==> config.mk <==
export PLATFORM = sky130hd
export DESIGN_NAME = settling_p_drive_controller
export DESIGN_NICKNAME = d
export VERILOG_FILES = /design/src/rtl/spdc_pkg.sv /design/src/rtl/spdc_front.sv /design/src/rtl/spdc_core.sv /design/src/rtl/spdc_drive.sv /design/src/rtl/spdc_power.sv /design/src/rtl/settling_p_drive_controller.sv
export SDC_FILE = /design/constraint.sdc
export NUM_CORES = 2
export LEC_CHECK = 0
export BUFFER_PORTS_ARGS = -buffer_cell sky130_fd_sc_hd__buf_2
export CORE_AREA = 2 2 346 348
export DETAILED_ROUTE_END_ITERATION = 12
export DIE_AREA = 0 0 348 350
export PLACE_DENSITY = 0.68
export REMOVE_ABC_BUFFERS = 1
export SLEW_MARGIN = 20
export SYNTH_ARGS = -nofsm -noshare
export SYNTH_HDL_FRONTEND = slang
export SYNTH_HIERARCHICAL = 1
export SYNTH_SLANG_ARGS = --single-unit
==> constraint.sdc <==
create_clock -name clk -period 26.2 [get_ports clk]
set_clock_uncertainty 0.15 [all_clocks]
set_input_delay 3.93 -clock clk [delete_from_list [all_inputs] [get_ports clk]]
set_output_delay 3.93 -clock clk [all_outputs]
set_load 0.01 [all_outputs]
==> src/rtl/spdc_pkg.sv <==
// Shared types, codes and fixed-point constants of the settling drive controller.
`default_nettype none

package spdc_pkg;

    typedef enum logic [1:0] {
        OP_START  = 2'd0,
        OP_TICK   = 2'd1,
        OP_CANCEL = 2'd2,
        OP_DIRECT = 2'd3
    } op_t;

    typedef enum logic [1:0] {
        REG_TURN_MODE    = 2'd0,
        REG_GOAL         = 2'd1,
        REG_SPEED_LIMIT  = 2'd2,
        REG_DRIVER_READY = 2'd3
    } reg_index_t;

    localparam logic [2:0] ST_RUNNING   = 3'd0;
    localparam logic [2:0] ST_SUCCEEDED = 3'd1;
    localparam logic [2:0] ST_CANCELED  = 3'd2;
    localparam logic [2:0] ST_APPLIED   = 3'd3;
    localparam logic [2:0] ST_IGNORED   = 3'd4;

    localparam logic [3:0]  SETTLE_LIMIT      = 4'd10;
    localparam logic [3:0]  SETTLE_MAX        = 4'd15;
    localparam logic [15:0] SPEED_LIMIT_RESET = 16'd65280;
    localparam logic [12:0] TOL_TURN          = 13'd512;
    localparam logic [12:0] TOL_DRIVE         = 13'd6400;

    // x/25 = (x * GYRO_RECIP) >> 21, exact for x < 91180
    localparam logic [16:0] GYRO_RECIP = 17'd83887;
    // x/5 = (x * DIV5_RECIP) >> 22, exact for x < 2**22
    localparam logic [19:0] DIV5_RECIP = 20'd838861;
    // x/3264 = (x * PCT_RECIP) >> 30, exact for x < 335544
    localparam logic [18:0] PCT_RECIP  = 19'd328966;

    // error magnitudes at or above this always hit the speed clamp
    localparam logic [17:0] CLIP_MAG = 18'h20000;

    localparam logic signed [39:0] MEAS_MAX = 40'sh7F_FFFF_FFFF;
    localparam logic signed [39:0] MEAS_MIN = 40'sh80_0000_0000;

    typedef struct packed {
        logic               turn_mode;
        logic signed [31:0] goal;
        logic [15:0]        speed_limit;
        logic               driver_ready;
    } cfg_t;

    typedef struct packed {
        op_t                op;
        logic               gyro_valid;
        logic signed [12:0] gyro_step;
        logic [25:0]        enc_sum;
        logic signed [16:0] direct_left;
        logic signed [16:0] direct_right;
    } front_t;

    typedef struct packed {
        logic [2:0]         status;
        logic               zero_power;
        logic               use_direct;
        logic signed [31:0] error_value;
        logic [17:0]        err_mag;
        logic               err_neg;
        logic signed [16:0] direct_left;
        logic signed [16:0] direct_right;
    } core_t;

    typedef struct packed {
        logic [2:0]         status;
        logic               zero_power;
        logic signed [31:0] error_value;
        logic [16:0]        left_mag;
        logic               left_neg;
        logic [16:0]        right_mag;
        logic               right_neg;
    } drive_t;

endpackage

`default_nettype wire

==> src/rtl/spdc_front.sv <==
// Input register with gyro step rounding and encoder magnitude sum.
`default_nettype none

module spdc_front
    import spdc_pkg::*;
(
    input  logic               clk,
    input  logic               rst_n,
    input  logic               in_valid,
    output logic               in_ready,
    input  logic [1:0]         op,
    input  logic signed [17:0] gyro_rate,
    input  logic               gyro_valid,
    input  logic signed [23:0] tick_front_left,
    input  logic signed [23:0] tick_front_right,
    input  logic signed [23:0] tick_rear_left,
    input  logic signed [23:0] tick_rear_right,
    input  logic signed [16:0] direct_left,
    input  logic signed [16:0] direct_right,
    output logic               fr_valid,
    input  logic               fr_ready,
    output front_t             fr_data
);

    function automatic logic [23:0] mag24(input logic signed [23:0] v);
        mag24 = v[23] ? (~v + 24'd1) : v;
    endfunction

    logic        valid_reg;
    front_t      data_reg;
    front_t      data_next;
    logic        rate_neg;
    logic [17:0] rate_abs;
    logic [17:0] rate_round;
    logic [16:0] rate_half;
    logic [32:0] gyro_prod;
    logic [11:0] step_mag;

    assign in_ready = !valid_reg || fr_ready;
    assign fr_valid = valid_reg;
    assign fr_data  = data_reg;

    always_comb
    begin
        // round |rate|/50 half away from zero: (|r| + 25) / 2 / 25
        rate_neg   = gyro_rate[17];
        rate_abs   = rate_neg ? (~gyro_rate + 18'd1) : gyro_rate;
        rate_round = rate_abs + 18'd25;
        rate_half  = rate_round[17:1];
        gyro_prod  = 33'(rate_half) * 33'(GYRO_RECIP);
        step_mag   = gyro_prod[32:21];

        data_next.op           = op_t'(op);
        data_next.gyro_valid   = gyro_valid;
        data_next.gyro_step    = rate_neg ? -$signed({1'b0, step_mag})
                                          : $signed({1'b0, step_mag});
        data_next.enc_sum      = 26'(mag24(tick_front_left)) + 26'(mag24(tick_front_right))
                               + 26'(mag24(tick_rear_left)) + 26'(mag24(tick_rear_right));
        data_next.direct_left  = direct_left;
        data_next.direct_right = direct_right;
    end

    always_ff @(posedge clk or negedge rst_n)
    begin
        if (!rst_n)
        begin
            valid_reg <= 1'b0;
        end
        else if (in_ready)
        begin
            valid_reg <= in_valid;
        end
    end

    always_ff @(posedge clk)
    begin
        if (in_valid && in_ready)
        begin
            data_reg <= data_next;
        end
    end

endmodule

`default_nettype wire

==> src/rtl/spdc_core.sv <==
// Run state, measured value, error and settle counting.
`default_nettype none

module spdc_core
    import spdc_pkg::*;
(
    input  logic   clk,
    input  logic   rst_n,
    input  cfg_t   cfg,
    input  logic   fr_valid,
    output logic   fr_ready,
    input  front_t fr_data,
    output logic   core_valid,
    input  logic   core_ready,
    output core_t  core_data
);

    logic               valid_reg;
    core_t              data_reg;
    core_t              data_next;
    logic               run_active_reg;
    logic               run_active_next;
    logic signed [39:0] meas_reg;
    logic signed [39:0] meas_next;
    logic [3:0]         settle_reg;
    logic [3:0]         settle_next;
    logic               fire;

    logic signed [40:0] gyro_sum;
    logic signed [39:0] gyro_meas;
    logic [39:0]        drive_meas;
    logic signed [39:0] meas_tick;
    logic signed [40:0] err_full;
    logic [40:0]        err_abs;
    logic [12:0]        tol;
    logic               in_tol;
    logic [3:0]         settle_tick;
    logic               settled;

    assign fr_ready   = !valid_reg || core_ready;
    assign fire       = fr_valid && fr_ready;
    assign core_valid = valid_reg;
    assign core_data  = data_reg;

    always_comb
    begin
        gyro_sum = {meas_reg[39], meas_reg}
                 + {{28{fr_data.gyro_step[12]}}, fr_data.gyro_step};
        if (gyro_sum[40] != gyro_sum[39])
        begin
            gyro_meas = gyro_sum[40] ? MEAS_MIN : MEAS_MAX;
        end
        else
        begin
            gyro_meas = gyro_sum[39:0];
        end

        drive_meas = {8'd0, fr_data.enc_sum, 6'd0};
        if (cfg.turn_mode)
        begin
            meas_tick = fr_data.gyro_valid ? gyro_meas : meas_reg;
        end
        else
        begin
            meas_tick = cfg.goal[31] ? -$signed(drive_meas) : $signed(drive_meas);
        end

        err_full = {{9{cfg.goal[31]}}, cfg.goal} - {meas_tick[39], meas_tick};
        err_abs  = err_full[40] ? (~err_full + 41'd1) : err_full;
        tol      = cfg.turn_mode ? TOL_TURN : TOL_DRIVE;
        in_tol   = err_abs < 41'(tol);

        if (!in_tol)
        begin
            settle_tick = 4'd0;
        end
        else if (settle_reg == SETTLE_MAX)
        begin
            settle_tick = settle_reg;
        end
        else
        begin
            settle_tick = settle_reg + 4'd1;
        end
        settled = settle_tick > SETTLE_LIMIT;

        run_active_next = run_active_reg;
        meas_next       = meas_reg;
        settle_next     = settle_reg;

        data_next.status       = ST_RUNNING;
        data_next.zero_power   = 1'b1;
        data_next.use_direct   = 1'b0;
        data_next.error_value  = 32'sd0;
        data_next.err_mag      = (|err_abs[40:17]) ? CLIP_MAG : err_abs[17:0];
        data_next.err_neg      = err_full[40];
        data_next.direct_left  = fr_data.direct_left;
        data_next.direct_right = fr_data.direct_right;

        case (fr_data.op)
            OP_START:
            begin
                run_active_next = 1'b1;
                meas_next       = 40'sd0;
                settle_next     = 4'd0;
            end
            OP_CANCEL:
            begin
                run_active_next  = 1'b0;
                data_next.status = ST_CANCELED;
            end
            OP_DIRECT:
            begin
                if (run_active_reg)
                begin
                    data_next.status = ST_IGNORED;
                end
                else
                begin
                    data_next.status     = ST_APPLIED;
                    data_next.zero_power = 1'b0;
                    data_next.use_direct = 1'b1;
                end
            end
            OP_TICK:
            begin
                if (run_active_reg)
                begin
                    meas_next   = meas_tick;
                    settle_next = settle_tick;
                    if (err_full[40:31] == {10{err_full[31]}})
                    begin
                        data_next.error_value = err_full[31:0];
                    end
                    else
                    begin
                        data_next.error_value = err_full[40] ? 32'sh8000_0000 : 32'sh7FFF_FFFF;
                    end
                    if (settled)
                    begin
                        run_active_next  = 1'b0;
                        data_next.status = ST_SUCCEEDED;
                    end
                    else
                    begin
                        data_next.zero_power = 1'b0;
                    end
                end
            end
            default:
            begin
                data_next.status = ST_RUNNING;
            end
        endcase
    end

    always_ff @(posedge clk or negedge rst_n)
    begin
        if (!rst_n)
        begin
            valid_reg      <= 1'b0;
            run_active_reg <= 1'b0;
            meas_reg       <= 40'sd0;
            settle_reg     <= 4'd0;
        end
        else
        begin
            if (fr_ready)
            begin
                valid_reg <= fr_valid;
            end
            if (fire)
            begin
                run_active_reg <= run_active_next;
                meas_reg       <= meas_next;
                settle_reg     <= settle_next;
            end
        end
    end

    always_ff @(posedge clk)
    begin
        if (fire)
        begin
            data_reg <= data_next;
        end
    end

endmodule

`default_nettype wire

==> src/rtl/spdc_drive.sv <==
// Gain, speed clamp and side sign selection.
`default_nettype none

module spdc_drive
    import spdc_pkg::*;
(
    input  logic   clk,
    input  logic   rst_n,
    input  cfg_t   cfg,
    input  logic   core_valid,
    output logic   core_ready,
    input  core_t  core_data,
    output logic   drv_valid,
    input  logic   drv_ready,
    output drive_t drv_data
);

    logic        valid_reg;
    drive_t      data_reg;
    drive_t      data_next;
    logic [19:0] err_x3;
    logic [39:0] div_prod;
    logic [18:0] gain_mag;
    logic [15:0] clamp_mag;

    assign core_ready = !valid_reg || drv_ready;
    assign drv_valid  = valid_reg;
    assign drv_data   = data_reg;

    always_comb
    begin
        // drive gain 0.6 as 3x then divide by 5
        err_x3   = {2'd0, core_data.err_mag} + {1'b0, core_data.err_mag, 1'b0};
        div_prod = 40'(err_x3) * 40'(DIV5_RECIP);
        gain_mag = cfg.turn_mode ? {core_data.err_mag, 1'b0} : {1'b0, div_prod[39:22]};
        if (gain_mag > 19'(cfg.speed_limit))
        begin
            clamp_mag = cfg.speed_limit;
        end
        else
        begin
            clamp_mag = gain_mag[15:0];
        end

        data_next.status      = core_data.status;
        data_next.zero_power  = core_data.zero_power;
        data_next.error_value = core_data.error_value;
        if (core_data.use_direct)
        begin
            data_next.left_neg  = core_data.direct_left[16];
            data_next.left_mag  = core_data.direct_left[16] ? (~core_data.direct_left + 17'd1)
                                                            : core_data.direct_left;
            data_next.right_neg = core_data.direct_right[16];
            data_next.right_mag = core_data.direct_right[16] ? (~core_data.direct_right + 17'd1)
                                                             : core_data.direct_right;
        end
        else
        begin
            // turn spins in place: left side runs opposite
            data_next.left_neg  = cfg.turn_mode ? !core_data.err_neg : core_data.err_neg;
            data_next.left_mag  = {1'b0, clamp_mag};
            data_next.right_neg = core_data.err_neg;
            data_next.right_mag = {1'b0, clamp_mag};
        end
    end

    always_ff @(posedge clk or negedge rst_n)
    begin
        if (!rst_n)
        begin
            valid_reg <= 1'b0;
        end
        else if (core_ready)
        begin
            valid_reg <= core_valid;
        end
    end

    always_ff @(posedge clk)
    begin
        if (core_valid && core_ready)
        begin
            data_reg <= data_next;
        end
    end

endmodule

`default_nettype wire

==> src/rtl/spdc_power.sv <==
// Percent conversion of both sides and the result register.
`default_nettype none

module spdc_power
    import spdc_pkg::*;
(
    input  logic               clk,
    input  logic               rst_n,
    input  cfg_t               cfg,
    input  logic               drv_valid,
    output logic               drv_ready,
    input  drive_t             drv_data,
    output logic               out_valid,
    input  logic               out_ready,
    output logic signed [7:0]  left_power,
    output logic signed [7:0]  right_power,
    output logic signed [31:0] error_value,
    output logic [2:0]         status
);

    // trunc(mag * 100 / 65280) = (5 * mag) / 3264
    function automatic logic signed [7:0] to_pct(input logic [16:0] mag, input logic neg);
        logic [18:0] mag_x5;
        logic [37:0] prod;
        logic [7:0]  pct;
        mag_x5 = {2'd0, mag} + {mag, 2'd0};
        prod   = 38'(mag_x5) * 38'(PCT_RECIP);
        pct    = prod[37:30];
        to_pct = neg ? -$signed(pct) : $signed(pct);
    endfunction

    logic               valid_reg;
    logic signed [7:0]  left_reg;
    logic signed [7:0]  right_reg;
    logic signed [31:0] error_reg;
    logic [2:0]         status_reg;
    logic               power_off;

    assign drv_ready   = !valid_reg || out_ready;
    assign out_valid   = valid_reg;
    assign left_power  = left_reg;
    assign right_power = right_reg;
    assign error_value = error_reg;
    assign status      = status_reg;
    assign power_off   = drv_data.zero_power || !cfg.driver_ready;

    always_ff @(posedge clk or negedge rst_n)
    begin
        if (!rst_n)
        begin
            valid_reg <= 1'b0;
        end
        else if (drv_ready)
        begin
            valid_reg <= drv_valid;
        end
    end

    always_ff @(posedge clk)
    begin
        if (drv_valid && drv_ready)
        begin
            left_reg   <= power_off ? 8'sd0 : to_pct(drv_data.left_mag, drv_data.left_neg);
            right_reg  <= power_off ? 8'sd0 : to_pct(drv_data.right_mag, drv_data.right_neg);
            error_reg  <= drv_data.error_value;
            status_reg <= drv_data.status;
        end
    end

endmodule

`default_nettype wire

==> src/rtl/settling_p_drive_controller.sv <==
// Top level of the settling proportional drive/turn controller.
//
//  channel | direction | handshake               | contents
//  --------+-----------+-------------------------+------------------------------------
//  config  | in        | cfg_write               | cfg_index, cfg_data
//  request | in        | in_valid / in_ready     | op, gyro, four encoders, direct speeds
//  result  | out       | out_valid / out_ready   | left/right power, error, status
//
// Four register stages (input, core, gain, power); a request passes through them in
// that order, and one request is taken every cycle while the result is not stalled.
// The run state, measured value and settle count update in the core stage, one
// request per cycle when not stalled, so consecutive ticks see each other's state.
// A stalled result holds its register; earlier stages keep filling until full.
// Reset clears the run state and loads the register defaults.
`default_nettype none

module settling_p_drive_controller
    import spdc_pkg::*;
(
    input  logic               clk,
    input  logic               rst_n,
    input  logic               cfg_write,
    input  logic [1:0]         cfg_index,
    input  logic [31:0]        cfg_data,
    input  logic               in_valid,
    output logic               in_ready,
    input  logic [1:0]         op,
    input  logic signed [17:0] gyro_rate,
    input  logic               gyro_valid,
    input  logic signed [23:0] tick_front_left,
    input  logic signed [23:0] tick_front_right,
    input  logic signed [23:0] tick_rear_left,
    input  logic signed [23:0] tick_rear_right,
    input  logic signed [16:0] direct_left,
    input  logic signed [16:0] direct_right,
    output logic               out_valid,
    input  logic               out_ready,
    output logic signed [7:0]  left_power,
    output logic signed [7:0]  right_power,
    output logic signed [31:0] error_value,
    output logic [2:0]         status
);

    cfg_t   cfg_reg;
    logic   fr_valid;
    logic   fr_ready;
    front_t fr_data;
    logic   core_valid;
    logic   core_ready;
    core_t  core_data;
    logic   drv_valid;
    logic   drv_ready;
    drive_t drv_data;

    always_ff @(posedge clk or negedge rst_n)
    begin
        if (!rst_n)
        begin
            cfg_reg.turn_mode    <= 1'b0;
            cfg_reg.goal         <= 32'sd0;
            cfg_reg.speed_limit  <= SPEED_LIMIT_RESET;
            cfg_reg.driver_ready <= 1'b1;
        end
        else if (cfg_write)
        begin
            case (reg_index_t'(cfg_index))
                REG_TURN_MODE:    cfg_reg.turn_mode    <= cfg_data[0];
                REG_GOAL:         cfg_reg.goal         <= cfg_data;
                REG_SPEED_LIMIT:  cfg_reg.speed_limit  <= cfg_data[15:0];
                REG_DRIVER_READY: cfg_reg.driver_ready <= cfg_data[0];
                default:          cfg_reg.turn_mode    <= cfg_reg.turn_mode;
            endcase
        end
    end

    spdc_front u_front (
        .clk              (clk),
        .rst_n            (rst_n),
        .in_valid         (in_valid),
        .in_ready         (in_ready),
        .op               (op),
        .gyro_rate        (gyro_rate),
        .gyro_valid       (gyro_valid),
        .tick_front_left  (tick_front_left),
        .tick_front_right (tick_front_right),
        .tick_rear_left   (tick_rear_left),
        .tick_rear_right  (tick_rear_right),
        .direct_left      (direct_left),
        .direct_right     (direct_right),
        .fr_valid         (fr_valid),
        .fr_ready         (fr_ready),
        .fr_data          (fr_data)
    );

    spdc_core u_core (
        .clk        (clk),
        .rst_n      (rst_n),
        .cfg        (cfg_reg),
        .fr_valid   (fr_valid),
        .fr_ready   (fr_ready),
        .fr_data    (fr_data),
        .core_valid (core_valid),
        .core_ready (core_ready),
        .core_data  (core_data)
    );

    spdc_drive u_drive (
        .clk        (clk),
        .rst_n      (rst_n),
        .cfg        (cfg_reg),
        .core_valid (core_valid),
        .core_ready (core_ready),
        .core_data  (core_data),
        .drv_valid  (drv_valid),
        .drv_ready  (drv_ready),
        .drv_data   (drv_data)
    );

    spdc_power u_power (
        .clk         (clk),
        .rst_n       (rst_n),
        .cfg         (cfg_reg),
        .drv_valid   (drv_valid),
        .drv_ready   (drv_ready),
        .drv_data    (drv_data),
        .out_valid   (out_valid),
        .out_ready   (out_ready),
        .left_power  (left_power),
        .right_power (right_power),
        .error_value (error_value),
        .status      (status)
    );

endmodule

`default_nettype wire

Word level (Yosys, flattened, before mapping)
Cells that the tools add are included.

Add/subtract/negate cells: 22. Multipliers: 4. $lt $le $gt $ge: 3. Eq/ne operators: 10. Muxes and demuxes: 39. Bitwise operators: 8. Reductions and logical operators: 29.

Operator list (count): $mux W40 (6); $add A24 B1 Y24 const B (4); $mux W24 (4); $not A24 Y24 (4); $pmux W40 S2 (1); $mul A19 B18 Y37 const B (2); $mux W32 (2); $add A26 B24 Y26 (2); $add A40 B13 Y41 (1); $add A41 B1 Y41 const B (1); $lt A41 B13 Y1 (1); $mux W41 (1); $not A41 Y41 (1); $sub A32 B40 Y41 (1); $mul A20 B20 Y40 const B (1); $neg A32 Y40 (1); $add A17 B19 Y19 (2); $mux W35 (1); $add A17 B1 Y17 const B (2); $not A17 Y17 (2); $mul A17 B17 Y33 const B (1); $mux W16 (2); $add A24 B24 Y25 (1); $reduce_or A24 Y1 (1); 37 further kinds (70).

Bits in registers: 388. Input bits: 190. Output and inout bits: 53.

Depth between registers and ports, before layout
Word-level depth: 15. Depth in mapped cells: 47. Gate-level depth less buffers: 45.

Hierarchy
The synthesis kept the hierarchy.

Modules (own cells, without submodules): spdc_front (times used 1, cells each 1408, area each 13654.3 µm²); spdc_core (times used 1, cells each 1559, area each 12876.1 µm²); spdc_drive (times used 1, cells each 1260, area each 12428.2 µm²); spdc_power (times used 1, cells each 1194, area each 11703.7 µm²); settling_p_drive_controller (times used 1, cells each 108, area each 2073.2 µm²).

Least setup slack after synthesis
Ideal clock, no wire load.

Path kind: input to register. Start point: input port gyro_rate[17]. End point: register u_front.data_reg (netlist bit u_front/fr_data[72]), data pin. Library setup time: 0.270 ns. Data arrival time: 12.190 ns. Required time: 25.780 ns. Setup slack: 13.590 ns. Stages on the path: 33. Cells stage by stage: buf_2 > clkbuf_1 > clkbuf_1 > o21ai_0 > ha_1 > a22oi_1 > nor2_1 > a2111oi_0 > a21oi_1 > nand2_1 > nor4_1 > xnor2_1 > ha_1 > fa_1 > inv_1 > fa_1 > inv_1 > fa_1 > fa_1 > inv_1 > fa_1 > inv_1 > ha_1 > a211oi_1 > o21ai_0 > a32oi_1 > o2111ai_1 > o311a_1 > a221o_1 > a21o_1 > xor2_1 > nor4_1 > a21oi_1.

Longest elaborated chain between the ends: 6.

Ends and longest elaborated chain: start: declaration (line settling_p_drive_controller.sv:28) `input logic signed [17:0] gyro_rate,`; $not A18 Y18 (line spdc_front.sv:47) `rate_abs = rate_neg ? (~gyro_rate + 18'd1) : gyro_rate;`; $add A18 B1 Y18 (line spdc_front.sv:47); $mux W18 (line spdc_front.sv:47); $add A18 B5 Y18 (line spdc_front.sv:48) `rate_round = rate_abs + 18'd25;`; $mul A17 B17 Y33 (line spdc_front.sv:50) `gyro_prod = 33'(rate_half) * 33'(GYRO_RECIP);`; $neg A12 Y13 (line spdc_front.sv:55) `data_next.gyro_step = rate_neg ? -$signed({1'b0, step_mag})`; end signal: assignment (line spdc_front.sv:79) `data_reg <= data_next;`; end: declaration (line spdc_front.sv:30) `front_t data_reg;`.

Several ways; a longest one is shown, not always the timed one. A chain may end at the register's enable or synchronous reset.

Worst setup path in the final report
Start point: input port gyro_rate[0]. End point: register u_front.data_reg (netlist bit u_front/fr_data[72]), data pin.

Longest elaborated chain between the ends: 6.

Ends and longest elaborated chain (line): $not A18 Y18 (spdc_front.sv:47); $add A18 B1 Y18 (spdc_front.sv:47); $mux W18 * (spdc_front.sv:47); $add A18 B5 Y18 * (spdc_front.sv:48); $mul A17 B17 Y33 * (spdc_front.sv:50); $neg A12 Y13 * (spdc_front.sv:55).

Every way passes the cells marked *; elsewhere a longest branch is shown, timed or not.

==> out/summary.txt <==
Final hold vios: 0
Buffers on Ports: 242
Clock latency on the worst-skew pair: 0.65 ns
TNS Setup: 0 ns
Largest stage delay, worst path: 0.84 ns
Bufs on Longest Clock Path: 3
Max reg flops: 90
CTS clock-pin slew for the worst setup and hold paths: 0.06 ns
Core area: 118,000 um2
Initial antenna violation count: 20
Max FO, Critical Path: 11
Max_cap viols: 0
Post-synth EDFFs: 289
Worst Hold Class: register to register
Drt first pass iters: 6
Fmax: 76.7 MHz
DIE HEIGHT: 350 um
Gr ovfl total: 0
Layout fillers: 11.0k
Cell Area, Synth: 52,700 um2
Syn avg cell area: 9.54 um2
R2R setup slack: 13.23 ns
Starting Density: 0.448
CTS Root Cell: clkbuf_16
#FFs+latches synth: 388
Post-synth ARST share: 0.255
Non-Filler Instances: 7,286
DP Area: 55,500 um2
Vias after detailed routing: 41.4k
Sinks on Clock Net: 388
Die ar.: 122,000 um2
Critical Path End Type: register
Worst-margin pin slew: 1.21 ns
Detail-routed via count per cell: 5.68
Clock tree from TritonCTS: built
Syn. warnings: 6
Setup Fix Bufs, Post-CTS: 0
Cells after Synth: 5,529
GP Congestion: 0.980
Quantity of gates resized following cts: 0
CP required: 26.43 ns
# hold bufs at CTS: 0
Crit path time final: 13.04 ns
Rows: 126
Slew HR: 0.190
Post-route ant nets: 0
Leading area contributor after synthesis: ha_1
Startpoint types: input pin
First-pass GRT wire length: 224,000 um
CP arrival: 13.26 ns
Worst path slowest cell: xnor2_1
TritonCTS buffer count: 47
# IOs: 243
RSZ-0062 raised after global routing: no
Area delta synth->final: 8.35%
DPL Wire Length: 116,000 um
Area of the multi-input gates: 38,100 um2
Final worst-path cycle share: 0.498
Share of post-route cells with drive strength above 1: 0.0929
Final wirelength: 140,000 um
Prevailing post-synth register cell: edfxtp_1
Most common library cells after synthesis: ha_1, inv_1, fa_1, nand2_1, nor2_1
Final #Nets: 7,140
Vias in the first global route: 41.6k
Fin area: 57,100 um2
GRT Overall Usage: 0.229
Die Span X: 348 um
H-tree depth: 2
DR iter-0 viols: 2,617
Status: complete, no violations
Synth unique cells: 132
DRC Markers: 0
Post-synth top area share: 0.207
Slew Limit Fails: 0
Top cells by area, synth: ha_1, edfxtp_1, fa_1
Seq/Total Area, Yosys: 0.212
Flip-flop and latch area: 11,200 um2
Final setup viols: 0
Routed length per placed instance: 19.3 um
Pin count of the biggest net entering global routing: 73
WS Path Type: input pin to register
Count leader, synth: ha_1
Placed cells: 7,197
Smallest hold slack: 0.259 ns
==> layout make-up <==
cell class              instances  area share
clock inverters                26     0.00552
clock buffers                  61      0.0228
inverters                     765      0.0503
multi-input cells            4238       0.667
well taps                    1536      0.0336
flip-flops and latches        388       0.195
repair buffers                270      0.0249
diodes                          2   0.0000876
==> routing by layer <==
| layer | GRT usage | vias up | wire, um | part of all wire |
|---|---|---|---|---|
| met5 | 0 | - | 156 | 0.0011 |
| met4 | 0.0606 | 24 | 3740 | 0.027 |
| met2 | 0.400 | 1091 | 67400 | 0.48 |
| met1 | 0.298 | 20100 | 61500 | 0.44 |
| met3 | 0.0314 | 215 | 7540 | 0.054 |
| li1 | - | 20000 | - | - |
==> final timing paths <==
kind,startpoint,cells past startpoint,endpoint
worst max-delay path,gyro_rate[0],35,u_front/fr_data[72]
worst min-delay path,u_front/fr_data[5],0,u_core/core_data[5]
worst max register to register,u_core/core_data[35],42,u_drive/drv_data[15]
worst min register to register,u_front/fr_data[5],0,u_core/core_data[5]
max in group asynchronous,rst_n,2,u_power/out_valid
min in group asynchronous,rst_n,1,u_core/settle_reg[1]
==> cell usage in the layout (no fill, tap or decap), drive strengths merged, types with 19 or more instances in the layout <==
cell type and count:
nand3 74, a21oi 297, xor2 144, nor3 74, o21bai 25, dfrtp 90
fa 366, edfxtp 289, or4 36, nand2 327, or2 21, nand4 65
buf 270, inv 767, o211ai 55, o41ai 23, nor4 41, and2 39
o21ai 263, o21a 41, ha 874, or3 50, mux2i 19, nor2 302
o31ai 63, mux2 56, o221ai 31, a211oi 52, clkbuf 61, a31oi 52
nor2b 53, a21o 116, xnor2 295, nand2b 63, and3 49
==> stage by stage <==
stage	util	setup WS, ns
floorplan	-	13.97
global placement	0.471	12.80
CTS	0.485	13.23
detailed placement	0.471	12.53
finish	0.485	13.16
global route	0.485	12.49
==> cells by family (layout without fill, tap and decap cells) <==
| family | Yosys count | count (layout) | share of synthesized area |
|---|---|---|---|
| AOI/OAI and AO/OA | 1228 | 1228 | 0.159 |
| xor gates and xnor gates | 439 | 439 | 0.0750 |
| adders and majority gates | 1241 | 1241 | 0.346 |
| buffers and inverters | 903 | 1122 | 0.0659 |
| DFF | 388 | 388 | 0.212 |
| muxes | 75 | 75 | 0.0185 |
| other | 0 | 2 | 0 |
| and+or+nand+nor | 1255 | 1255 | 0.123 |
==> critical path: cells and delay by family <==
kind	cells	cell delay, ns
AND/OR/NAND/NOR	5	0.84
buffers and inverters	6	0.42
AO/OA/AOI/OAI	12	3.25
adder cells (fa/ha/maj)	9	3.49
XOR/XNOR	3	1.31
Power is not shown: default switching activity piles up to over one toggle a cycle in this logic, so the estimate is an artifact.
